File: src/rtl/core/lrle_pkg.sv
// Shared types, character codes and widths for the run-length pattern decoder.
`default_nettype none

package lrle_pkg;

	// Field and state widths
	localparam int unsigned DimW   = 13;
	localparam int unsigned PosW   = 25;
	localparam int unsigned StartW = 24;
	localparam int unsigned LenW   = 25;
	localparam int unsigned CharW  = 8;
	localparam int unsigned KindW  = 2;
	localparam int unsigned CountW = 25;

	// Largest board side; size registers above it are clamped to it
	localparam logic [DimW-1:0] MaxDimension = 13'd4096;

	// Pending count saturates here
	localparam logic [CountW-1:0] CountMax = '1;

	// Characters of the pattern body
	localparam logic [CharW-1:0] ChBang   = 8'h21; // '!'
	localparam logic [CharW-1:0] ChDollar = 8'h24; // '$'
	localparam logic [CharW-1:0] ChLive   = 8'h6f; // 'o'
	localparam logic [CharW-1:0] ChDead   = 8'h62; // 'b'
	localparam logic [CharW-1:0] ChZero   = 8'h30; // '0'
	localparam logic [CharW-1:0] ChNine   = 8'h39; // '9'
	localparam logic [CharW-1:0] ChSpace  = 8'h20; // ' '
	localparam logic [CharW-1:0] ChTab    = 8'h09; // tab, first of the control blanks
	localparam logic [CharW-1:0] ChCr     = 8'h0d; // carriage return, last of them

	// Register indexes on the configuration port
	localparam logic RegColumns = 1'b0;
	localparam logic RegRows    = 1'b1;

	// Result kinds
	localparam logic [KindW-1:0] KindRun  = 2'd0;
	localparam logic [KindW-1:0] KindPass = 2'd1;
	localparam logic [KindW-1:0] KindFail = 2'd2;

	typedef enum logic [1:0] {
		ST_IDLE,
		ST_DECODE,
		ST_DIV,
		ST_EMIT
	} seq_state_t;

endpackage

`default_nettype wire

File: src/rtl/core/lrle_rem.sv
// Bit-serial remainder unit: dividend modulo divisor, one dividend bit per cycle.
`default_nettype none

module lrle_rem (
	input  wire logic                         clk,
	input  wire logic                         arst_n,
	input  wire logic                         start,
	input  wire logic [lrle_pkg::PosW-1:0]    dividend,
	input  wire logic [lrle_pkg::DimW-1:0]    divisor,
	output logic                              done,
	output logic      [lrle_pkg::DimW-1:0]    remainder
);

	localparam int unsigned CntW = $clog2(lrle_pkg::PosW);
	localparam logic [CntW-1:0] LastStep = CntW'(lrle_pkg::PosW - 1);

	logic                        busy_q;
	logic                        done_q;
	logic [CntW-1:0]             cnt_q;
	logic [lrle_pkg::PosW-1:0]   shift_q;
	logic [lrle_pkg::DimW-1:0]   div_q;
	logic [lrle_pkg::DimW-1:0]   rem_q;
	logic [lrle_pkg::DimW:0]     trial;
	logic [lrle_pkg::DimW-1:0]   rem_next;

	// Bring down the next dividend bit; subtract when it fits
	always_comb begin
		trial = {rem_q, shift_q[lrle_pkg::PosW-1]};
		if (trial >= {1'b0, div_q}) begin
			rem_next = lrle_pkg::DimW'(trial - {1'b0, div_q});
		end else begin
			rem_next = trial[lrle_pkg::DimW-1:0];
		end
	end

	always_ff @(posedge clk or negedge arst_n) begin
		if (!arst_n) begin
			busy_q <= 1'b0;
			done_q <= 1'b0;
			cnt_q  <= '0;
		end else begin
			done_q <= 1'b0;
			if (start) begin
				busy_q <= 1'b1;
				cnt_q  <= '0;
			end else if (busy_q) begin
				cnt_q <= cnt_q + 1'b1;
				if (cnt_q == LastStep) begin
					busy_q <= 1'b0;
					done_q <= 1'b1;
				end
			end
		end
	end

	always_ff @(posedge clk) begin
		if (start) begin
			shift_q <= dividend;
			div_q   <= divisor;
			rem_q   <= '0;
		end else if (busy_q) begin
			shift_q <= {shift_q[lrle_pkg::PosW-2:0], 1'b0};
			rem_q   <= rem_next;
		end
	end

	assign done      = done_q;
	assign remainder = rem_q;

endmodule

`default_nettype wire

File: src/rtl/core/life_rle_pattern_decoder.sv
// Top level of the run-length pattern decoder: sequencer, parse state and result register.
`default_nettype none

// Usage:
//   Software writes board_columns (index 0) and board_rows (index 1) on the
//   cfg port before the pattern body streams in; both reset to 1. Values of
//   0 act as 1, values above the maximum dimension act as the maximum.
//   The slave stream carries one character per word in s_axis_tdata; set
//   s_axis_tuser on the first word of a board to clear position, pending
//   count and the finished flag before that character is parsed.
//   The master stream gives at most one result per character: tuser is the
//   kind (live run write, pass, fail), tdata the run start cell and length.
//   A character that gives no result passes through the decode state and
//   back to idle before the next one is taken. A '$' before the board end
//   runs the serial remainder unit, one dividend bit a cycle over the
//   25-bit cell position. A character that gives a result also passes
//   through the emit state, which moves it into the output register.
//   The output register parts the two sides: a new word is taken while a
//   result still waits; only a second result stalls in the emit state until
//   the receiver takes the first one.
//   Reset clears the parse state, empties the output and sets both sizes
//   to 1.
module life_rle_pattern_decoder (
	input  wire logic                          clk,
	input  wire logic                          arst_n,
	// configuration
	input  wire logic                          cfg_we,
	input  wire logic                          cfg_index,
	input  wire logic [lrle_pkg::DimW-1:0]     cfg_data,
	// character stream
	input  wire logic                          s_axis_tvalid,
	output logic                               s_axis_tready,
	input  wire logic [7:0]                    s_axis_tdata,  // [7:0] text_char
	input  wire logic                          s_axis_tuser,  // [0] start_of_board
	// result stream
	output logic                               m_axis_tvalid,
	input  wire logic                          m_axis_tready,
	output logic [55:0]                        m_axis_tdata,  // [23:0] run_start, [48:24] run_length
	output logic [lrle_pkg::KindW-1:0]         m_axis_tuser   // [1:0] result_kind
);

	localparam int unsigned PosW = lrle_pkg::PosW;
	localparam int unsigned DimW = lrle_pkg::DimW;

	// Configuration and board size
	logic [DimW-1:0]   cols_q, rows_q;
	logic [DimW-1:0]   cols_c, rows_c;
	logic [2*DimW-1:0] prod;
	logic [PosW-1:0]   cells_s1;

	// Parse state
	lrle_pkg::seq_state_t state_q, state_d;
	logic [PosW-1:0]   pos_q, pos_d;
	logic [lrle_pkg::CountW-1:0] pend_q, pend_d;
	logic              digits_q, digits_d;
	logic              fin_q, fin_d;
	logic [lrle_pkg::CharW-1:0] char_q;
	logic              sob_q;

	// Values after a start-of-board clear
	logic [PosW-1:0]   pos_e;
	logic [lrle_pkg::CountW-1:0] pend_e;
	logic              digits_e, fin_e;

	logic              is_blank, is_digit;
	logic [lrle_pkg::CountW+3:0] pend_x10;
	logic [lrle_pkg::CountW-1:0] count_e;
	logic [PosW:0]     run_end;

	// Staged result and output register
	logic              res_we;
	logic [lrle_pkg::KindW-1:0]  res_kind_q, res_kind_d;
	logic [lrle_pkg::StartW-1:0] res_start_q, res_start_d;
	logic [lrle_pkg::LenW-1:0]   res_len_q, res_len_d;
	logic              out_load;
	logic              out_valid_q;
	logic [lrle_pkg::KindW-1:0]  out_kind_q;
	logic [lrle_pkg::StartW-1:0] out_start_q;
	logic [lrle_pkg::LenW-1:0]   out_len_q;

	// Remainder unit
	logic              div_start;
	logic              div_done;
	logic [DimW-1:0]   div_rem;

	// Clamp the size registers into range
	always_comb begin
		if (cols_q == '0) begin
			cols_c = DimW'(1);
		end else if (cols_q > lrle_pkg::MaxDimension) begin
			cols_c = lrle_pkg::MaxDimension;
		end else begin
			cols_c = cols_q;
		end
		if (rows_q == '0) begin
			rows_c = DimW'(1);
		end else if (rows_q > lrle_pkg::MaxDimension) begin
			rows_c = lrle_pkg::MaxDimension;
		end else begin
			rows_c = rows_q;
		end
	end

	// Board size never exceeds 2^24, so the low 25 bits of the product hold it
	assign prod = (2*DimW)'(cols_c) * (2*DimW)'(rows_c);

	always_ff @(posedge clk or negedge arst_n) begin
		if (!arst_n) begin
			cols_q <= DimW'(1);
			rows_q <= DimW'(1);
		end else if (cfg_we) begin
			if (cfg_index == lrle_pkg::RegColumns) begin
				cols_q <= cfg_data;
			end
			if (cfg_index == lrle_pkg::RegRows) begin
				rows_q <= cfg_data;
			end
		end
	end

	// Refresh every cycle; the block relies on the user to change the size only while idle
	always_ff @(posedge clk) begin
		cells_s1 <= prod[PosW-1:0];
	end

	// Apply start-of-board before the character is parsed
	assign pos_e    = sob_q ? '0 : pos_q;
	assign pend_e   = sob_q ? '0 : pend_q;
	assign digits_e = sob_q ? 1'b0 : digits_q;
	assign fin_e    = sob_q ? 1'b0 : fin_q;

	assign is_blank = (char_q == lrle_pkg::ChSpace) ||
	                  ((char_q >= lrle_pkg::ChTab) && (char_q <= lrle_pkg::ChCr));
	assign is_digit = (char_q >= lrle_pkg::ChZero) && (char_q <= lrle_pkg::ChNine);

	// Decimal accumulate: count * 8 + count * 2 + digit
	assign pend_x10 = {pend_e, 3'b000} + {2'b00, pend_e, 1'b0}
	                + (lrle_pkg::CountW+4)'(char_q - lrle_pkg::ChZero);

	assign count_e = digits_e ? pend_e : lrle_pkg::CountW'(1);
	assign run_end = {1'b0, pos_e} + {1'b0, count_e};

	always_comb begin
		state_d       = state_q;
		pos_d         = pos_q;
		pend_d        = pend_q;
		digits_d      = digits_q;
		fin_d         = fin_q;
		res_we        = 1'b0;
		res_kind_d    = lrle_pkg::KindRun;
		res_start_d   = '0;
		res_len_d     = '0;
		div_start     = 1'b0;
		out_load      = 1'b0;
		s_axis_tready = 1'b0;
		unique case (state_q)
			lrle_pkg::ST_IDLE: begin
				s_axis_tready = 1'b1;
				if (s_axis_tvalid) begin
					state_d = lrle_pkg::ST_DECODE;
				end
			end
			lrle_pkg::ST_DECODE: begin
				pos_d    = pos_e;
				pend_d   = pend_e;
				digits_d = digits_e;
				fin_d    = fin_e;
				state_d  = lrle_pkg::ST_IDLE;
				priority if (fin_e || is_blank) begin
					// drop the character
				end else if (is_digit) begin
					pend_d   = (pend_x10 > (lrle_pkg::CountW+4)'(lrle_pkg::CountMax)) ?
					           lrle_pkg::CountMax : pend_x10[lrle_pkg::CountW-1:0];
					digits_d = 1'b1;
				end else begin
					pend_d   = '0;
					digits_d = 1'b0;
					priority if (pos_e >= cells_s1) begin
						// board full: only '!' passes
						fin_d      = 1'b1;
						res_we     = 1'b1;
						res_kind_d = (char_q == lrle_pkg::ChBang) ?
						             lrle_pkg::KindPass : lrle_pkg::KindFail;
						state_d    = lrle_pkg::ST_EMIT;
					end else if (char_q == lrle_pkg::ChBang) begin
						// early end passes with exactly one cell left
						fin_d      = 1'b1;
						res_we     = 1'b1;
						res_kind_d = ((pos_e + PosW'(1)) == cells_s1) ?
						             lrle_pkg::KindPass : lrle_pkg::KindFail;
						state_d    = lrle_pkg::ST_EMIT;
					end else if (char_q == lrle_pkg::ChDollar) begin
						div_start = 1'b1;
						state_d   = lrle_pkg::ST_DIV;
					end else if ((char_q == lrle_pkg::ChLive) ||
					             (char_q == lrle_pkg::ChDead)) begin
						if (run_end > {1'b0, cells_s1}) begin
							fin_d      = 1'b1;
							res_we     = 1'b1;
							res_kind_d = lrle_pkg::KindFail;
							state_d    = lrle_pkg::ST_EMIT;
						end else begin
							pos_d = run_end[PosW-1:0];
							if ((char_q == lrle_pkg::ChLive) && (count_e != '0)) begin
								// run stays on the board, so no clipping is left to do
								res_we      = 1'b1;
								res_kind_d  = lrle_pkg::KindRun;
								res_start_d = pos_e[lrle_pkg::StartW-1:0];
								res_len_d   = count_e;
								state_d     = lrle_pkg::ST_EMIT;
							end
						end
					end else begin
						// other characters only drop the count
					end
				end
			end
			lrle_pkg::ST_DIV: begin
				if (div_done) begin
					if (div_rem != '0) begin
						pos_d = pos_q + PosW'(cols_c) - PosW'(div_rem);
					end
					state_d = lrle_pkg::ST_IDLE;
				end
			end
			lrle_pkg::ST_EMIT: begin
				if (!out_valid_q || m_axis_tready) begin
					out_load = 1'b1;
					state_d  = lrle_pkg::ST_IDLE;
				end
			end
		endcase
	end

	always_ff @(posedge clk or negedge arst_n) begin
		if (!arst_n) begin
			state_q     <= lrle_pkg::ST_IDLE;
			pos_q       <= '0;
			pend_q      <= '0;
			digits_q    <= 1'b0;
			fin_q       <= 1'b0;
			out_valid_q <= 1'b0;
		end else begin
			state_q  <= state_d;
			pos_q    <= pos_d;
			pend_q   <= pend_d;
			digits_q <= digits_d;
			fin_q    <= fin_d;
			if (out_load) begin
				out_valid_q <= 1'b1;
			end else if (m_axis_tready) begin
				out_valid_q <= 1'b0;
			end
		end
	end

	// Hold the accepted word and staged result; advance payload into the output
	always_ff @(posedge clk) begin
		if (s_axis_tvalid && s_axis_tready) begin
			char_q <= s_axis_tdata;
			sob_q  <= s_axis_tuser;
		end
		if (res_we) begin
			res_kind_q  <= res_kind_d;
			res_start_q <= res_start_d;
			res_len_q   <= res_len_d;
		end
		if (out_load) begin
			out_kind_q  <= res_kind_q;
			out_start_q <= res_start_q;
			out_len_q   <= res_len_q;
		end
	end

	lrle_rem u_rem (
		.clk       (clk),
		.arst_n    (arst_n),
		.start     (div_start),
		.dividend  (pos_e),
		.divisor   (cols_c),
		.done      (div_done),
		.remainder (div_rem)
	);

	assign m_axis_tvalid = out_valid_q;
	assign m_axis_tuser  = out_kind_q;
	assign m_axis_tdata  = {7'b0, out_len_q, out_start_q};

endmodule

`default_nettype wire

File: config.mk
export PLATFORM = sky130hd
export DESIGN_NAME = life_rle_pattern_decoder
export DESIGN_NICKNAME = d
export VERILOG_FILES = /design/src/rtl/core/lrle_pkg.sv /design/src/rtl/core/lrle_rem.sv /design/src/rtl/core/life_rle_pattern_decoder.sv
export SDC_FILE = /design/constraint.sdc
export NUM_CORES = 1
export LEC_CHECK = 0
export ABC_AREA = 1
export ABC_CLOCK_PERIOD_IN_PS = 8000
export BUFFER_PORTS_ARGS = -buffer_cell sky130_fd_sc_hd__buf_2
export CORE_MARGIN = 3
export CORE_UTILIZATION = 48
export CTS_CLUSTER_DIAMETER = 60
export DETAILED_ROUTE_END_ITERATION = 10
export GPL_ROUTABILITY_DRIVEN = 0
export PLACE_DENSITY = 0.75
export SYNTH_ARGS = -nofsm -noshare
export SYNTH_HDL_FRONTEND = slang
export SYNTH_HIERARCHICAL = 1
export SYNTH_SLANG_ARGS = --single-unit
File: constraint.sdc
create_clock -name clk -period 8 [get_ports clk]
set_clock_uncertainty 0.1 [all_clocks]
set_input_delay 0.4 -clock clk [delete_from_list [all_inputs] [get_ports clk]]
set_output_delay 0.4 -clock clk [all_outputs]
set_load 0.02 [all_outputs]
==> results of run 1 <==
[state kept, by name, summed over array words and instances (netlist names), 8 cells and up]
name / cells
rows_q: 13
cols_q: 13
u_rem/shift_q: 25
out_len_q: 25
u_rem/remainder: 13
res_len_q: 25
out_start_q: 24
char_q: 8
res_start_q: 24
pend_q: 25
cells_s1: 25
pos_q: 25
u_rem/div_q: 13
[synth_stat cells, drive strengths merged (3+ instances only)]
cell type / n
a21o: 15
a21oi: 225
a31oi: 8
buf: 35
clkbuf: 40
clkinv: 10
dfrtp: 86
dfxtp: 38
edfxtp: 149
fa: 159
ha: 217
inv: 591
nand2: 743
nand3: 160
nand3b: 3
nand4: 71
nor2: 389
nor3: 54
nor4: 14
o211ai: 4
o21a: 6
o21ai: 104
o21bai: 17
or2: 7
xnor2: 40
xor2: 73
[routing by layer]
metal,track usage,share of wire,vias to the layer above
li1,-,-,10600
met1,0.340,0.43,10200
met2,0.389,0.44,904
met3,0.0513,0.094,192
met4,0.0857,0.038,0
met5,0,0,-
[worst max-delay path, stage by stage (launching register included)]
cell,delay (ps)
dfrtp_1,400
nor4_1,360
nand3_1,140
nand2_1,170
clkinv_1,190
nor2_1,540
inv_1,310
nor2_1,220
fa_1,410
inv_1,90
fa_1,380
inv_1,80
fa_1,410
inv_1,70
fa_1,450
fa_1,540
inv_1,40
ha_1,370
a21o_1,200
a31oi_1,230
o21ai_0,220
a21oi_1,330
inv_1,90
a21oi_1,230
o21ai_0,150
xor2_1,160
[kinds of logic after synthesis]
kind of cell,count (synthesis),synth area share
compound gates,393,0.0848
xor+xnor,114,0.0400
fa+ha+maj,376,0.233
buf+inv,676,0.104
flops,275,0.294
other cells,1,0.000148
simple gates,1446,0.244
[report_power, final]
| part | total (mW) | switching [mW] | leakage (nW) | internal, mW |
|---|---|---|---|---|
| logic | 1.44 | 0.921 | 10.3 | 0.516 |
| clock network | 1.55 | 0.633 | 0.558 | 0.919 |
| registers | 1.63 | 0.0744 | 2.63 | 1.56 |
[timing repair]
action                                  in CTS  in global routing
hold endpoints to repair                    21                  0
gates resized for setup                      0                  0
endpoints found under the setup margin       0                  0
hold buffers                                11                  0
[worst paths after layout]
check                                       to  slack (ps)  cells past startpoint            from
worst min-delay path                 rows_q[0]          20                      3     cfg_data[0]
worst min register to register  out_start_q[8]         320                      0  res_start_q[8]
worst max register to register    cells_s1[21]        1000                     25       cols_q[4]
worst max-delay path              cells_s1[21]        1000                     25       cols_q[4]
max in group asynchronous            pos_q[24]        6270                      3          arst_n
min in group asynchronous           pend_q[19]         210                      2          arst_n
[through the flow]
stage	std cells	utilization
2_1_floorplan	3287	-
3_3_place_gp	3998	0.511
3_5_place_dp	3998	0.511
4_1_cts	4069	0.535
5_1_grt	4069	0.535
6_report	4069	0.535
[final cells by class]
| cell class | count | share of cell area |
|---|---|---|
| timing repair buffer | 117 | 0.0260 |
| clock buffer | 39 | 0.0326 |
| sequential | 275 | 0.269 |
| clock inverter | 21 | 0.00782 |
| multi-input combinational | 2336 | 0.553 |
| inverter | 601 | 0.0815 |
| tap | 680 | 0.0307 |
==> flow_metrics.tcl, run 1 <==
set metrics [dict create \
    final_common_cell "nand2_1" \
    core_area_sq_um 51700 \
    drv_cap 0 \
    fmax_mhz 143 \
    final_cell_mix "727 x nand2_1, 576 x inv_1, 359 x nor2_1" \
    grt_max_degree 78 \
    cts_tree "done" \
    dpl_cell_area_sq_um 26400 \
    finalMaxSlewViolations 0 \
    die_area_sq_um 55500 \
    syn_area_per_cell_sq_um 7.71 \
    synthTopCellsByArea "edfxtp_1 18%, fa_1 13%, nand2_1 11%" \
    routed_via_density 5.38 \
    io_buffers 80 \
    whs_ps 21.8 \
    fillers 4854 \
    wl_microns 69500 \
    critical_path_class "flip-flop to flip-flop" \
    firstDrtPassIters 8 \
    preCtsSetupSlack_ps 1180 \
    ys_ff_latch 275 \
    grtUsageTotal 0.247 \
    outcome "finished clean" \
    synth_top_flop_cell "edfxtp_1" \
    finalWorstPathRequiredPeriod_ps 7000 \
    ioPinCount 88 \
    post-route-drc-count 0 \
    yosysWarnings 6 \
    cts.sinks 275 \
    path_clk_slew_ps 60 \
    grt_pass1_wl_microns 110000 \
    rsz0062_at_grt "false" \
    grt_pass1_vias 21000 \
    setup_viol 0 \
    fin_nets 3769 \
    htreeDepth 2 \
    overflow 0 \
    tightest_slew_ps 1200 \
    async_flop_share 0.320 \
    p_per_area_nw_per_um2 167 \
    final_cell_area_sq_um 27700 \
    hold_violations 0 \
    antenna_found_initial 0 \
    postRouteAntennaNets 0 \
    fin_setup_tns_ps 0 \
    cp_max_fo 6 \
    post-cts-setup-buffer-count 0 \
    holdCritPathClass "primary input to flip-flop" \
    irDropWorstVdd_mv 0.162 \
    ys_types 56 \
    cp-end-kind "flip-flop" \
    relSlewSlack 0.198 \
    totalPowerFinal_mw 4.62 \
    die_h_microns 236 \
    vias 21900 \
    syn_area_sq_um 25300 \
    synth-edff-count 149 \
    yosysTopAreaCell "edfxtp_1" \
    yosysSeqAreaShare 0.294 \
    syn_inst 3281 \
    drive_gt1_frac 0.0717 \
    clk_latency_ps 540 \
    num_rows 83 \
    fin_crit_sh 0.875 \
    initial_core_util 0.489 \
    cts_buffers 34 \
    cts_buffer_depth 3 \
    first_iter_violations 2162 \
    synthToLayoutAreaGrowth_pct 9.34 \
    critPathRequiredTime_ps 8320 \
    seq_area_sq_um 7440 \
    synth_top_area_frac 0.177 \
    place_hpwl_microns 54600 \
    arrival_ps 7320 \
    die_x_microns 236 \
    critPathLaunchType "flip-flop" \
    n_antenna_cell 0 \
    leakage_nw 13.5 \
    wl_per_cell_microns 17.1 \
    cts-root-buf "clkbuf_16" \
    multi_input_area_sq_um 15300 \
    fin_ws_ps 1000 \
]
No activity file was read; power rests on OpenSTA's default activity.
==> run 2, diff against run 1 <==
--- a/config.mk
+++ b/config.mk
@@ -16,5 +16,4 @@
 export PLACE_DENSITY = 0.75
 export SYNTH_ARGS = -nofsm -noshare
 export SYNTH_HDL_FRONTEND = slang
-export SYNTH_HIERARCHICAL = 1
 export SYNTH_SLANG_ARGS = --single-unit
==> run 2 against run 1 <==
Effect of this change:
- count of clock-buffer cells in the layout up 4
- die area shrank 0.72%
- first-iteration DRC count grew 22%
- clock power is 4% higher
- synthesized cell count fell by 1.1%
- critical path type unchanged
- largest cell class unchanged
- highest routed layer unchanged
==> flow_metrics.tcl, run 2 <==
set metrics [dict create \
    dp_cells 3952 \
    tightest_slew_ps 1070 \
    antenna_found_initial 0 \
    synthTopCellsByArea "edfxtp_1 18%, fa_1 13%, ha_1 11%" \
    synthToLayoutAreaGrowth_pct 9.40 \
    routed_via_density 5.54 \
    cp_cell_sequence "nor4_1 -> nand3_1 -> nand2_1 -> nand2_1 -> clkinv_1 -> nand2_1 -> fa_1 -> fa_1 -> inv_1 -> ha_1 -> fa_1 -> inv_1 -> fa_1 -> inv_1 -> ha_1 -> nand2_1 -> a21oi_1 -> nor2_1 -> nand2_1 -> a21oi_1 -> o21ai_0 -> nand2_1 -> o41ai_1 -> xor2_1" \
    grtUsageTotal 0.253 \
    critPathTopFamily "adder cells" \
    cts.sinks 275 \
    drv_cap 0 \
    async_flop_share 0.320 \
    critPathLaunchType "flip-flop" \
    yosysMostFrequentCell "nand2_1" \
    instances_no_fill 4027 \
    synth_top_flop_cell "edfxtp_1" \
    post-route-drc-count 0 \
    cts-root-buf "clkbuf_16" \
    first_iter_violations 2631 \
    whs_ps 8.81 \
    totalPowerFinal_mw 4.56 \
    fin_setup_tns_ps 0 \
    critical_path_class "flip-flop to flip-flop" \
    postRouteAntennaNets 0 \
    fin_crit_sh 0.810 \
    use_met1 0.364 \
    finalMaxSlewViolations 0 \
    drive_gt1_frac 0.0571 \
    outcome "finished clean" \
    cp.depth 24 \
    wl_per_cell_microns 17.7 \
    n_antenna_cell 0 \
    path_clk_slew_ps 60 \
    yosysWarnings 0 \
    ioPinCount 88 \
    clk_latency_ps 570 \
    core_area_sq_um 51500 \
    cp_max_fo 12 \
    grtUsageMet2 0.386 \
    syn_area_per_cell_sq_um 7.74 \
    finalWorstPathRequiredPeriod_ps 6480 \
    p_per_area_nw_per_um2 166 \
    cts_buffers 34 \
    syn_inst 3245 \
    grt_max_degree 63 \
    slowest_delay_ps 550 \
    place_hpwl_microns 57300 \
    worstSetupStartpoint "cols_q[3]" \
    holdCritPathClass "primary input to flip-flop" \
    ys_top_cells_by_count "642 x nand2_1, 552 x inv_1, 407 x nor2_1" \
    fmax_mhz 154 \
    cts_buffer_depth 3 \
    num_rows 83 \
    yosysSeqAreaShare 0.296 \
    cpMostUsedCell "nand2_1" \
    arrival_ps 6810 \
    hold_violations 0 \
    final_cell_mix "641 x nand2_1, 552 x inv_1, 406 x nor2_1" \
    rsz0062_at_grt "false" \
    met3_usage 0.0452 \
    vias 22300 \
    synth_top_area_frac 0.178 \
    gr-max-usage-layer "met2" \
    relSlewSlack 0.288 \
    die_x_microns 235 \
    htreeDepth 2 \
    cp-end-kind "flip-flop" \
    fin_nets 3725 \
    die_area_sq_um 55100 \
    irDropWorstVdd_mv 0.196 \
    synth-edff-count 149 \
    ff2ff_path_depth 24 \
    r2r-start "cols_q[3]" \
    leakage_nw 13.5 \
    initial_core_util 0.488 \
    final_common_cell "nand2_1" \
    cp_slowest_cell "fa_1" \
    critPathRequiredTime_ps 8330 \
    overflow 0 \
    cts_tree "done" \
    firstDrtPassIters 7 \
    wl_microns 71300 \
    worstHoldStart "cfg_data[0]" \
    die_h_microns 235 \
    grt_pass1_vias 20900 \
    post-cts-setup-buffer-count 0 \
    grt_pass1_wl_microns 113000 \
    syn_area_sq_um 25100 \
    r2r_slack_ps 1520 \
    ys_types 56 \
    io_buffers 80 \
    yosysTopAreaCell "edfxtp_1" \
    setup_viol 0 \
    ys_ff_latch 275 \
    final_util 0.534 \
    hold_depth 3 \
    crit_buf_inv 4 \
]
[run 2: metal layers]
layer / vias up / part of all wire
li1: 10600 / -
met1: 10400 / 0.42
met2: 1123 / 0.44
met3: 176 / 0.10
met4: 0 / 0.037
met5: - / 0
[run 2: path summary, 6_finish.rpt]
| path | end |
|---|---|
| worst max-delay path | cells_s1[21] |
| worst min-delay path | rows_q[0] |
| worst max register to register | cells_s1[21] |
| worst min register to register | out_start_q[21] |
| max in group asynchronous | pos_q[0] |
| min in group asynchronous | cols_q[12] |
[run 2: kinds of logic (layout without fill, tap and decap cells)]
family          Yosys count  in the layout  share of synthesized area
compound gates          474            474                      0.102
xor+xnor                111            111                     0.0398
simple gates           1368           1368                      0.228
fa+ha+maj               376            376                      0.235
flops                   275            275                      0.296
other cells               1              7                   0.000149
buf+inv                 640            736                     0.0988
[run 2: final cells by class]
| cell class | count | area (sq um) |
|---|---|---|
| Clock buffer | 43 | 936 |
| Clock inverter | 19 | 255 |
| Fill cell | 4816 | 24000 |
| Inverter | 566 | 2120 |
| Multi-Input combinational cell | 2336 | 15200 |
| Sequential cell | 275 | 7440 |
| Tap cell | 680 | 851 |
| Timing Repair Buffer | 108 | 646 |
[run 2: worst reg2reg max path: cells and delay by family (launching register included)]
family,cells,cell delay (ps)
and+or+nand+nor,9,1580
xor gates and xnor gates,1,130
DFF,1,410
buffers and inverters,4,440
adders and majority gates,6,2790
AOI/OAI and AO/OA,4,920
[run 2: power by group]
group	internal [mW]	switching [mW]
logic	0.462	0.871
registers	1.56	0.0653
clock network	0.953	0.656
[run 2: what timing repair did]
item,in CTS,in global routing
resized for setup,0,0
hold buffers,13,0
endpoints found under the hold margin,39,0
[run 2: metrics by stage]
step	worst slack, ps	instance area [sq um]
floorplan	2060	25100
global placement	1640	26200
detailed placement	1570	26200
CTS	1550	27500
global route	937	27500
finish	1520	27500
